===== src/sv/binary_max_heap_assert.svh =====
// Assertion macros used by the heap datapath.
`ifndef BINARY_MAX_HEAP_ASSERT_SVH
`define BINARY_MAX_HEAP_ASSERT_SVH

// Checked at every clock edge outside reset.
`define BMH_ASSERT(name, clk, rst, prop, msg) \
   name: assert property (@(posedge clk) disable iff (rst) (prop)) else $error(msg);

// Checked at every clock edge, reset included.
`define BMH_ASSERT_ALWAYS(name, clk, prop, msg) \
   name: assert property (@(posedge clk) (prop)) else $error(msg);

`endif


===== src/sv/bmh_pkg.sv =====
package bmh_pkg;

   localparam int DEFAULT_CAPACITY = 64;
   localparam int DATA_W = 32;
   localparam int OP_W   = 2;
   localparam int ST_W   = 2;

   // Operation codes.
   localparam logic [OP_W-1:0] OP_INSERT = 2'd0;
   localparam logic [OP_W-1:0] OP_DELETE = 2'd1;
   localparam logic [OP_W-1:0] OP_LOAD   = 2'd2;
   localparam logic [OP_W-1:0] OP_BUILD  = 2'd3;

   // Result status codes.
   localparam logic [ST_W-1:0] ST_OK    = 2'd0;
   localparam logic [ST_W-1:0] ST_FULL  = 2'd1;
   localparam logic [ST_W-1:0] ST_EMPTY = 2'd2;

   // Memory read address selects.
   localparam logic [2:0] RD_PARENT = 3'd0;
   localparam logic [2:0] RD_LEFT   = 3'd1;
   localparam logic [2:0] RD_RIGHT  = 3'd2;
   localparam logic [2:0] RD_LAST   = 3'd3;
   localparam logic [2:0] RD_K      = 3'd4;

   // Memory write selects.
   localparam logic [1:0] WS_APPEND = 2'd0;
   localparam logic [1:0] WS_VAL    = 2'd1;
   localparam logic [1:0] WS_PARENT = 2'd2;
   localparam logic [1:0] WS_CHILD  = 2'd3;

   typedef struct packed {
      logic            take_in;
      logic [ST_W-1:0] st;
      logic            grow;
      logic            k_init;
      logic            rd_en;
      logic [2:0]      rd_sel;
      logic            wr_en;
      logic [1:0]      wr_sel;
      logic            up_move;
      logic            down_move;
      logic            left_cap;
      logic            take_last;
      logic            take_k;
      logic            out_load;
   } bmh_cmd_type;

   typedef struct packed {
      logic full;
      logic empty;
      logic at_root;
      logic no_child;
      logic has_right;
      logic parent_less;
      logic move_down;
      logic k_zero;
      logic out_busy;
   } bmh_sts_type;

endpackage


===== src/sv/bmh_ctrl.sv =====
module bmh_ctrl import bmh_pkg::*; (
   input  logic            clock,
   input  logic            reset,
   input  logic            req_valid,
   input  logic [OP_W-1:0] req_op,
   output logic            req_stall,
   input  bmh_sts_type     sts,
   output bmh_cmd_type     cmd
);

   localparam logic [3:0] S_IDLE    = 4'd0;
   localparam logic [3:0] S_SU_CHK  = 4'd1;
   localparam logic [3:0] S_SU_CMP  = 4'd2;
   localparam logic [3:0] S_DEL_LD  = 4'd3;
   localparam logic [3:0] S_BLD_CHK = 4'd4;
   localparam logic [3:0] S_BLD_LD  = 4'd5;
   localparam logic [3:0] S_SD_RDL  = 4'd6;
   localparam logic [3:0] S_SD_RDR  = 4'd7;
   localparam logic [3:0] S_SD_CMP  = 4'd8;
   localparam logic [3:0] S_FIN     = 4'd9;

   logic [3:0] state_ff, state_in;
   logic       bld_ff, bld_in;
   logic [3:0] sd_done;

   assign req_stall = (state_ff != S_IDLE);

   // A finished sift-down returns to the build loop when a build is running.
   assign sd_done = bld_ff ? S_BLD_CHK : S_FIN;

   always_comb begin
      cmd      = '0;
      cmd.st   = ST_OK;
      state_in = state_ff;
      bld_in   = bld_ff;
      unique case (state_ff)
         S_IDLE: begin
            if (req_valid) begin
               cmd.take_in = 1'b1;
               bld_in      = 1'b0;
               unique case (req_op)
                  OP_INSERT: begin
                     if (sts.full) begin
                        cmd.st   = ST_FULL;
                        state_in = S_FIN;
                     end else begin
                        cmd.grow = 1'b1;
                        state_in = S_SU_CHK;
                     end
                  end
                  OP_LOAD: begin
                     if (sts.full) begin
                        cmd.st = ST_FULL;
                     end else begin
                        cmd.grow   = 1'b1;
                        cmd.wr_en  = 1'b1;
                        cmd.wr_sel = WS_APPEND;
                     end
                     state_in = S_FIN;
                  end
                  OP_DELETE: begin
                     if (sts.empty) begin
                        cmd.st   = ST_EMPTY;
                        state_in = S_FIN;
                     end else begin
                        cmd.rd_en  = 1'b1;
                        cmd.rd_sel = RD_LAST;
                        state_in   = S_DEL_LD;
                     end
                  end
                  default: begin
                     cmd.k_init = 1'b1;
                     bld_in     = 1'b1;
                     state_in   = S_BLD_CHK;
                  end
               endcase
            end
         end
         S_SU_CHK: begin
            if (sts.at_root) begin
               cmd.wr_en  = 1'b1;
               cmd.wr_sel = WS_VAL;
               state_in   = S_FIN;
            end else begin
               cmd.rd_en  = 1'b1;
               cmd.rd_sel = RD_PARENT;
               state_in   = S_SU_CMP;
            end
         end
         S_SU_CMP: begin
            cmd.wr_en = 1'b1;
            if (sts.parent_less) begin
               cmd.wr_sel  = WS_PARENT;
               cmd.up_move = 1'b1;
               state_in    = S_SU_CHK;
            end else begin
               cmd.wr_sel = WS_VAL;
               state_in   = S_FIN;
            end
         end
         S_DEL_LD: begin
            cmd.take_last = 1'b1;
            state_in      = S_SD_RDL;
         end
         S_BLD_CHK: begin
            if (sts.k_zero) begin
               state_in = S_FIN;
            end else begin
               cmd.rd_en  = 1'b1;
               cmd.rd_sel = RD_K;
               state_in   = S_BLD_LD;
            end
         end
         S_BLD_LD: begin
            cmd.take_k = 1'b1;
            state_in   = S_SD_RDL;
         end
         S_SD_RDL: begin
            if (sts.no_child) begin
               cmd.wr_en  = 1'b1;
               cmd.wr_sel = WS_VAL;
               state_in   = sd_done;
            end else begin
               cmd.rd_en  = 1'b1;
               cmd.rd_sel = RD_LEFT;
               state_in   = S_SD_RDR;
            end
         end
         S_SD_RDR: begin
            cmd.left_cap = 1'b1;
            cmd.rd_en    = sts.has_right;
            cmd.rd_sel   = RD_RIGHT;
            state_in     = S_SD_CMP;
         end
         S_SD_CMP: begin
            cmd.wr_en = 1'b1;
            if (sts.move_down) begin
               cmd.wr_sel    = WS_CHILD;
               cmd.down_move = 1'b1;
               state_in      = S_SD_RDL;
            end else begin
               cmd.wr_sel = WS_VAL;
               state_in   = sd_done;
            end
         end
         S_FIN: begin
            if (!sts.out_busy) begin
               cmd.out_load = 1'b1;
               state_in     = S_IDLE;
            end
         end
         default: begin
            state_in = S_IDLE;
         end
      endcase
   end

   always_ff @(posedge clock) begin
      if (reset) begin
         state_ff <= S_IDLE;
         bld_ff   <= 1'b0;
      end else begin
         state_ff <= state_in;
         bld_ff   <= bld_in;
      end
   end

endmodule


===== src/sv/bmh_dp.sv =====
`include "binary_max_heap_assert.svh"

module bmh_dp import bmh_pkg::*; #(
   parameter int CAPACITY = DEFAULT_CAPACITY
) (
   input  logic                           clock,
   input  logic                           reset,
   input  logic signed [DATA_W-1:0]       req_value,
   input  logic                           rsp_stall,
   output logic                           rsp_valid,
   output logic signed [DATA_W-1:0]       rsp_removed_value,
   output logic signed [DATA_W-1:0]       rsp_top_value,
   output logic [$clog2(CAPACITY+1)-1:0]  rsp_entry_total,
   output logic [ST_W-1:0]                rsp_status,
   input  bmh_cmd_type                    cmd,
   output bmh_sts_type                    sts
);

   localparam int CW = $clog2(CAPACITY + 1);
   localparam int AW = $clog2(CAPACITY);

   // Heap index k (1-based) lives at memory address k-1.
   logic signed [DATA_W-1:0] mem [CAPACITY];

   logic [CW-1:0]            cnt_ff, node_ff, k_ff;
   logic signed [DATA_W-1:0] val_ff, left_ff, top_ff, rdata_ff, removed_ff;
   logic [ST_W-1:0]          st_ff;

   logic                     rsp_valid_ff;
   logic signed [DATA_W-1:0] rsp_removed_ff, rsp_top_ff;
   logic [CW-1:0]            rsp_total_ff;
   logic [ST_W-1:0]          rsp_st_ff;

   logic [CW:0]              child, last, child_pick;
   logic [CW-1:0]            parent, par_m1, node_m1, cnt_m1, k_m1;
   logic [CW:0]              left_m1;
   logic [AW-1:0]            rd_addr, wr_addr;
   logic signed [DATA_W-1:0] wdata, big;
   logic                     pick_right;

   assign child   = {node_ff, 1'b0};
   assign last    = {1'b0, cnt_ff};
   assign parent  = node_ff >> 1;
   assign par_m1  = parent - CW'(1);
   assign node_m1 = node_ff - CW'(1);
   assign cnt_m1  = cnt_ff - CW'(1);
   assign k_m1    = k_ff - CW'(1);
   assign left_m1 = child - (CW+1)'(1);

   // In the compare step the read data holds the right child when there is one.
   assign pick_right = sts.has_right && (rdata_ff > left_ff);
   assign big        = pick_right ? rdata_ff : left_ff;
   assign child_pick = child + {{CW{1'b0}}, pick_right};

   always_comb begin
      sts             = '0;
      sts.full        = (cnt_ff == CW'(CAPACITY));
      sts.empty       = (cnt_ff == '0);
      sts.at_root     = (node_ff == CW'(1));
      sts.no_child    = (child > last);
      sts.has_right   = (child < last);
      sts.parent_less = (rdata_ff < val_ff);
      sts.move_down   = pick_right ? (rdata_ff > val_ff) : (left_ff > val_ff);
      sts.k_zero      = (k_ff == '0);
      sts.out_busy    = rsp_valid_ff && rsp_stall;
   end

   always_comb begin
      case (cmd.rd_sel)
         RD_PARENT: rd_addr = par_m1[AW-1:0];
         RD_LEFT:   rd_addr = left_m1[AW-1:0];
         RD_RIGHT:  rd_addr = child[AW-1:0];
         RD_LAST:   rd_addr = cnt_m1[AW-1:0];
         default:   rd_addr = k_m1[AW-1:0];
      endcase
   end

   always_comb begin
      wr_addr = node_m1[AW-1:0];
      case (cmd.wr_sel)
         WS_APPEND: begin
            wr_addr = cnt_ff[AW-1:0];
            wdata   = req_value;
         end
         WS_VAL:    wdata = val_ff;
         WS_PARENT: wdata = rdata_ff;
         default:   wdata = big;
      endcase
   end

   always_ff @(posedge clock) begin
      if (cmd.wr_en) begin
         mem[wr_addr] <= wdata;
      end
      if (cmd.rd_en) begin
         rdata_ff <= mem[rd_addr];
      end
   end

   // The root is mirrored in a register so that every result can report it.
   always_ff @(posedge clock) begin
      if (cmd.wr_en && (wr_addr == '0)) begin
         top_ff <= wdata;
      end
      if (cmd.left_cap) begin
         left_ff <= rdata_ff;
      end
   end

   always_ff @(posedge clock) begin
      if (cmd.take_in) begin
         val_ff     <= req_value;
         removed_ff <= '0;
         st_ff      <= cmd.st;
      end
      if (cmd.grow) begin
         node_ff <= cnt_ff + CW'(1);
      end
      if (cmd.k_init) begin
         k_ff <= cnt_ff >> 1;
      end
      if (cmd.up_move) begin
         node_ff <= parent;
      end
      if (cmd.down_move) begin
         node_ff <= child_pick[CW-1:0];
      end
      if (cmd.take_last) begin
         val_ff     <= rdata_ff;
         removed_ff <= top_ff;
         node_ff    <= CW'(1);
      end
      if (cmd.take_k) begin
         val_ff  <= rdata_ff;
         node_ff <= k_ff;
         k_ff    <= k_m1;
      end
   end

   always_ff @(posedge clock) begin
      if (reset) begin
         cnt_ff <= '0;
      end else if (cmd.grow) begin
         cnt_ff <= cnt_ff + CW'(1);
      end else if (cmd.take_last) begin
         cnt_ff <= cnt_m1;
      end
   end

   always_ff @(posedge clock) begin
      if (reset) begin
         rsp_valid_ff <= 1'b0;
      end else if (cmd.out_load) begin
         rsp_valid_ff <= 1'b1;
      end else if (!rsp_stall) begin
         rsp_valid_ff <= 1'b0;
      end
   end

   always_ff @(posedge clock) begin
      if (cmd.out_load) begin
         rsp_removed_ff <= removed_ff;
         rsp_top_ff     <= sts.empty ? '0 : top_ff;
         rsp_total_ff   <= cnt_ff;
         rsp_st_ff      <= st_ff;
      end
   end

   assign rsp_valid         = rsp_valid_ff;
   assign rsp_removed_value = rsp_removed_ff;
   assign rsp_top_value     = rsp_top_ff;
   assign rsp_entry_total   = rsp_total_ff;
   assign rsp_status        = rsp_st_ff;

   `BMH_ASSERT(a_cnt_in_range, clock, reset, cnt_ff <= CW'(CAPACITY), "entry count over capacity")
   `BMH_ASSERT(a_load_free, clock, reset, cmd.out_load |-> !(rsp_valid_ff && rsp_stall), "result overwritten while stalled")
   `BMH_ASSERT(a_grow_count, clock, reset, cmd.grow |=> (cnt_ff == $past(cnt_ff) + CW'(1)), "count did not grow")
   `BMH_ASSERT(a_node_valid, clock, reset, (cmd.wr_en && (cmd.wr_sel != WS_APPEND)) |-> (node_ff != '0), "write at heap index zero")
   `BMH_ASSERT(a_grow_not_full, clock, reset, cmd.grow |-> !sts.full, "append into a full heap")

endmodule


===== src/sv/binary_max_heap.sv =====
// Binary max-heap priority queue of signed 32-bit values.
// Input channel req_: req_op selects insert (sift up), delete top, load
// unordered or build (heapify), and req_value carries the value for insert
// and load. An item is taken when req_valid is high and req_stall is low.
// Result channel rsp_: one result per item, with the removed root, the root
// after the operation (zero when empty), the entry count and a status code.
// The block works on one item at a time; req_stall is high from the cycle
// after the accept until the result has been moved into the output register.
// The heap memory is read one entry at a time as the tree is walked level
// by level. A load, a refused insert or load, or a delete on an empty heap
// goes straight to the result. Insert climbs from the new leaf one level at
// a time until the value reaches the root or its parent is not smaller.
// Delete moves the last entry to the root and sifts it down one level at a
// time. Build sifts down each node from count/2 down to 1; an empty build
// goes straight to the result.
// Reset (synchronous) empties the heap; the memory itself is not cleared.
// A stalled result holds in the output register; the next item is accepted
// meanwhile, and its result waits until the output register is taken.
module binary_max_heap import bmh_pkg::*; #(
   parameter int CAPACITY = DEFAULT_CAPACITY
) (
   input  logic                           clock,
   input  logic                           reset,
   input  logic                           req_valid,
   output logic                           req_stall,
   input  logic [OP_W-1:0]                req_op,
   input  logic signed [DATA_W-1:0]       req_value,
   output logic                           rsp_valid,
   input  logic                           rsp_stall,
   output logic signed [DATA_W-1:0]       rsp_removed_value,
   output logic signed [DATA_W-1:0]       rsp_top_value,
   output logic [$clog2(CAPACITY+1)-1:0]  rsp_entry_total,
   output logic [ST_W-1:0]                rsp_status
);

   bmh_cmd_type cmd;
   bmh_sts_type sts;

   bmh_ctrl u_ctrl (
      .clock     (clock),
      .reset     (reset),
      .req_valid (req_valid),
      .req_op    (req_op),
      .req_stall (req_stall),
      .sts       (sts),
      .cmd       (cmd)
   );

   bmh_dp #(
      .CAPACITY (CAPACITY)
   ) u_dp (
      .clock             (clock),
      .reset             (reset),
      .req_value         (req_value),
      .rsp_stall         (rsp_stall),
      .rsp_valid         (rsp_valid),
      .rsp_removed_value (rsp_removed_value),
      .rsp_top_value     (rsp_top_value),
      .rsp_entry_total   (rsp_entry_total),
      .rsp_status        (rsp_status),
      .cmd               (cmd),
      .sts               (sts)
   );

endmodule

===== config.mk =====
export PLATFORM = sky130hd
export DESIGN_NAME = binary_max_heap
export DESIGN_NICKNAME = d
export VERILOG_FILES = /design/src/sv/bmh_pkg.sv /design/src/sv/bmh_ctrl.sv /design/src/sv/bmh_dp.sv /design/src/sv/binary_max_heap.sv
export VERILOG_INCLUDE_DIRS = /design/src /design/src/sv
export SDC_FILE = /design/constraint.sdc
export NUM_CORES = 2
export LEC_CHECK = 0
export BUFFER_PORTS_ARGS = -buffer_cell sky130_fd_sc_hd__clkbuf_2
export CORE_MARGIN = 8
export CORE_UTILIZATION = 60
export DETAILED_ROUTE_END_ITERATION = 12
export PLACE_DENSITY = 0.72
export SYNTH_ARGS = -nofsm -noshare
export SYNTH_HDL_FRONTEND = slang
export SYNTH_SLANG_ARGS = --single-unit

===== constraint.sdc =====
create_clock -name clock -period 16 [get_ports clock]
set_input_delay 1.6 -clock clock [delete_from_list [all_inputs] [get_ports clock]]
set_output_delay 1.6 -clock clock [all_outputs]
set_load 0.02 [all_outputs]

==> metrics.cfg <==
[worst_hold_path]
hold_path_depth=0
hold_start=u_dp.removed_ff[14]$_SDFFCE_PN0P_
hp-class=flip-flop to flip-flop
min_to=u_dp.rsp_removed_value[14]$_DFFE_PP_

[synthesis]
synth.most_common_cell=edfxtp_1
ys_seq_area_share_pct=72.8
synth_edf_count=2297
syn_area_mm2=0.0951
synth-seq-cells=2310
syn_inst=6703
synth_top_area_cell=edfxtp_1
synth_top_area_share_pct=72.5
syn-num-nets=6851
synth.avg_cell_area_um2=14.2
synthTopCellsByCount=edfxtp_1, nand2_1, nand3_1
synth_cell_types=74
synth-async-reset-ratio_pct=0
synth_warnings=0
synthFlopType=edfxtp_1
ys_top_cells_by_area=edfxtp_1, nand2_1, mux2i_1

[grt]
grt_start_max_net_pins=160
track_usage_pct=31.4
grt_pass1_vias=57300
grt_first_pass_wirelength_mm=397
grt_overflow_total=0
antenna_found_initial=25

[routing]
wl_mm=278
drtIter0Drc=9463
ant_nets=0
via_count=60300
drt_first_pass_iters=8
wl_per_cell_um=30.6
vias_per_cell=6.63
drc=0

[clocking]
post_cts_buffers=0
cts_root_buf=clkbuf_16
cts_made_buffers=221
clock_path_buffers=3
htree_levels=4
cts_hold_buf=0
cts_tree=built
clock_sinks=2310
clock_latency_ps=870
path_clk_slew_ps=60
ctsResizeCount=0

[worst_setup_path]
arrival_ps=8070
critical_path.max_fanout=106
cp-end-kind=flip-flop
critPathRequiredTime_ps=16700
r2r_slack_ps=8630
startpoint_type=flip-flop
criticalPathCategory=flip-flop to flip-flop
reg2regPathDepth=16
r2r_end=u_dp.rdata_ff[15]$_DFFE_PP_
reg2reg_from=u_dp.cnt_ff[0]$_SDFFE_PP0P_

[sta]
max_freq_mhz=136
fin_tns_setup_ps=0
tightest_slew_ps=1500
finClkSkew_ps=66.4
rsz0062_at_grt=no
setup_viol_count_final=0
fin_crit_sh_pct=46.0
maxSlewViolCount=1
hold_violations=0
fin_crit_ps=7370
slew_headroom_pct=-0.407

[floorplanning]
fp.dieW_um=414
initial_core_util_pct=60.3
core_area_mm2=0.158
dieArea_mm2=0.171
die_y_um=414
num_rows=146
io-pin-count=113

[place]
place_hpwl_mm=158
portBuffers=112
finalWeightedCongestion=0.906

[cells_and_area]
fill_cells=10700
regArea_mm2=0.0692
multiInputGateArea_mm2=0.0248
area_growth_syn_to_layout_pct=11.5
drive_gt1_share_pct=13.0
finish.utilization_pct=67.2
layout.nets=6967

[run_status]
outcome=finished with violations
violations=capacitance limit, slew limit

[flow_run]
maxCapViolations=1

## critical path, stage by stage, from the launching register on
cell	delay, ps
dfxtp_1	490
inv_1	170
ha_1	260
or3b_1	300
or4_1	910
a311oi_1	230
o211ai_1	180
buf_4	420
and2_4	410
buf_4	660
buf_4	750
buf_12	520
mux4_2	330
nand2_1	60
a31oi_1	920
buf_4	240
a32o_1	120
## routing by layer
layer / track usage [%] / up-vias / share of wire (%)
met5: 0 / - / 0.029
met1: 42.6 / 29800 / 36
met2: 47.0 / 4203 / 44
li1: - / 25500 / -
met3: 8.78 / 739 / 14
met4: 16.0 / 12 / 6.0
## state kept, by name, summed over array words and instances, names as in the netlist, 4 cells and up
| register | count |
|---|---|
| u_ctrl.state_ff | 4 |
| u_dp.cnt_ff | 7 |
| u_dp.k_ff | 7 |
| u_dp.left_ff | 32 |
| u_dp.mem | 2048 |
| u_dp.node_ff | 7 |
| u_dp.rdata_ff | 32 |
| u_dp.removed_ff | 32 |
| u_dp.rsp_entry_total | 7 |
| u_dp.rsp_removed_value | 32 |
| u_dp.rsp_top_value | 32 |
| u_dp.top_ff | 32 |
| u_dp.val_ff | 32 |
## cells in the final DEF (no fill, tap or decap), types with 82 or more instances in the layout
master     synthesis  final
ha_1             110    110
a21oi_1          126    123
clkbuf_16          0    223
clkbuf_2           0    112
buf_4             24    174
a31oi_1           82     82
edfxtp_1        2297   2297
mux4_2            82     82
mux2i_1          333    331
nand2_1         1493   1491
inv_1             87     87
nand3_1          628    628
## worst max path at each step
stage | startpoint | endpoint | depth (start not counted)
final | u_dp.cnt_ff[0]$_SDFFE_PP0P_ | u_dp.rdata_ff[15]$_DFFE_PP_ | 16
after global routing | u_dp.cnt_ff[0]$_SDFFE_PP0P_ | u_dp.rdata_ff[15]$_DFFE_PP_ | 16
after global placement | req_op[0] | u_dp.rdata_ff[15]$_DFFE_PP_ | 15
after floorplan | u_dp.rdata_ff[28]$_DFFE_PP_ | u_dp.mem[0][10]$_DFFE_PP_ | 12
after detailed placement | req_op[0] | u_dp.rdata_ff[15]$_DFFE_PP_ | 15
after CTS | u_dp.cnt_ff[0]$_SDFFE_PP0P_ | u_dp.rdata_ff[22]$_DFFE_PP_ | 15
## logic make-up after synthesis
logic type	synth area share [%]
compound gates	4.88
xor+xnor	0.276
fa+ha+maj	1.45
buf+inv	2.21
flops	72.8
mux	6.35
simple gates	12.0
## final cells by class
class	instances	area share [%]
clock inverter	158	1.30
tap	2072	2.44
inverter	87	0.308
multi-input combinational	3907	23.4
sequential	2310	65.3
timing repair buffer	292	1.87
antenna	10	0.0236
clock buffer	259	5.39
## per-stage QoR
step           area, µm²  cells  setup WS, ps  hold slack (ps)
6_report          106000   9095          8630              418
3_3_place_gp       98900   8668          8800              401
3_5_place_dp       98900   8668          8820              405
2_1_floorplan      95100   6703          9750              400
4_1_cts           106000   9085          8850              419
5_1_grt           106000   9089          8350              422
Power is not shown: default switching activity piles up to over one toggle a cycle in this logic, so the estimate is an artifact.
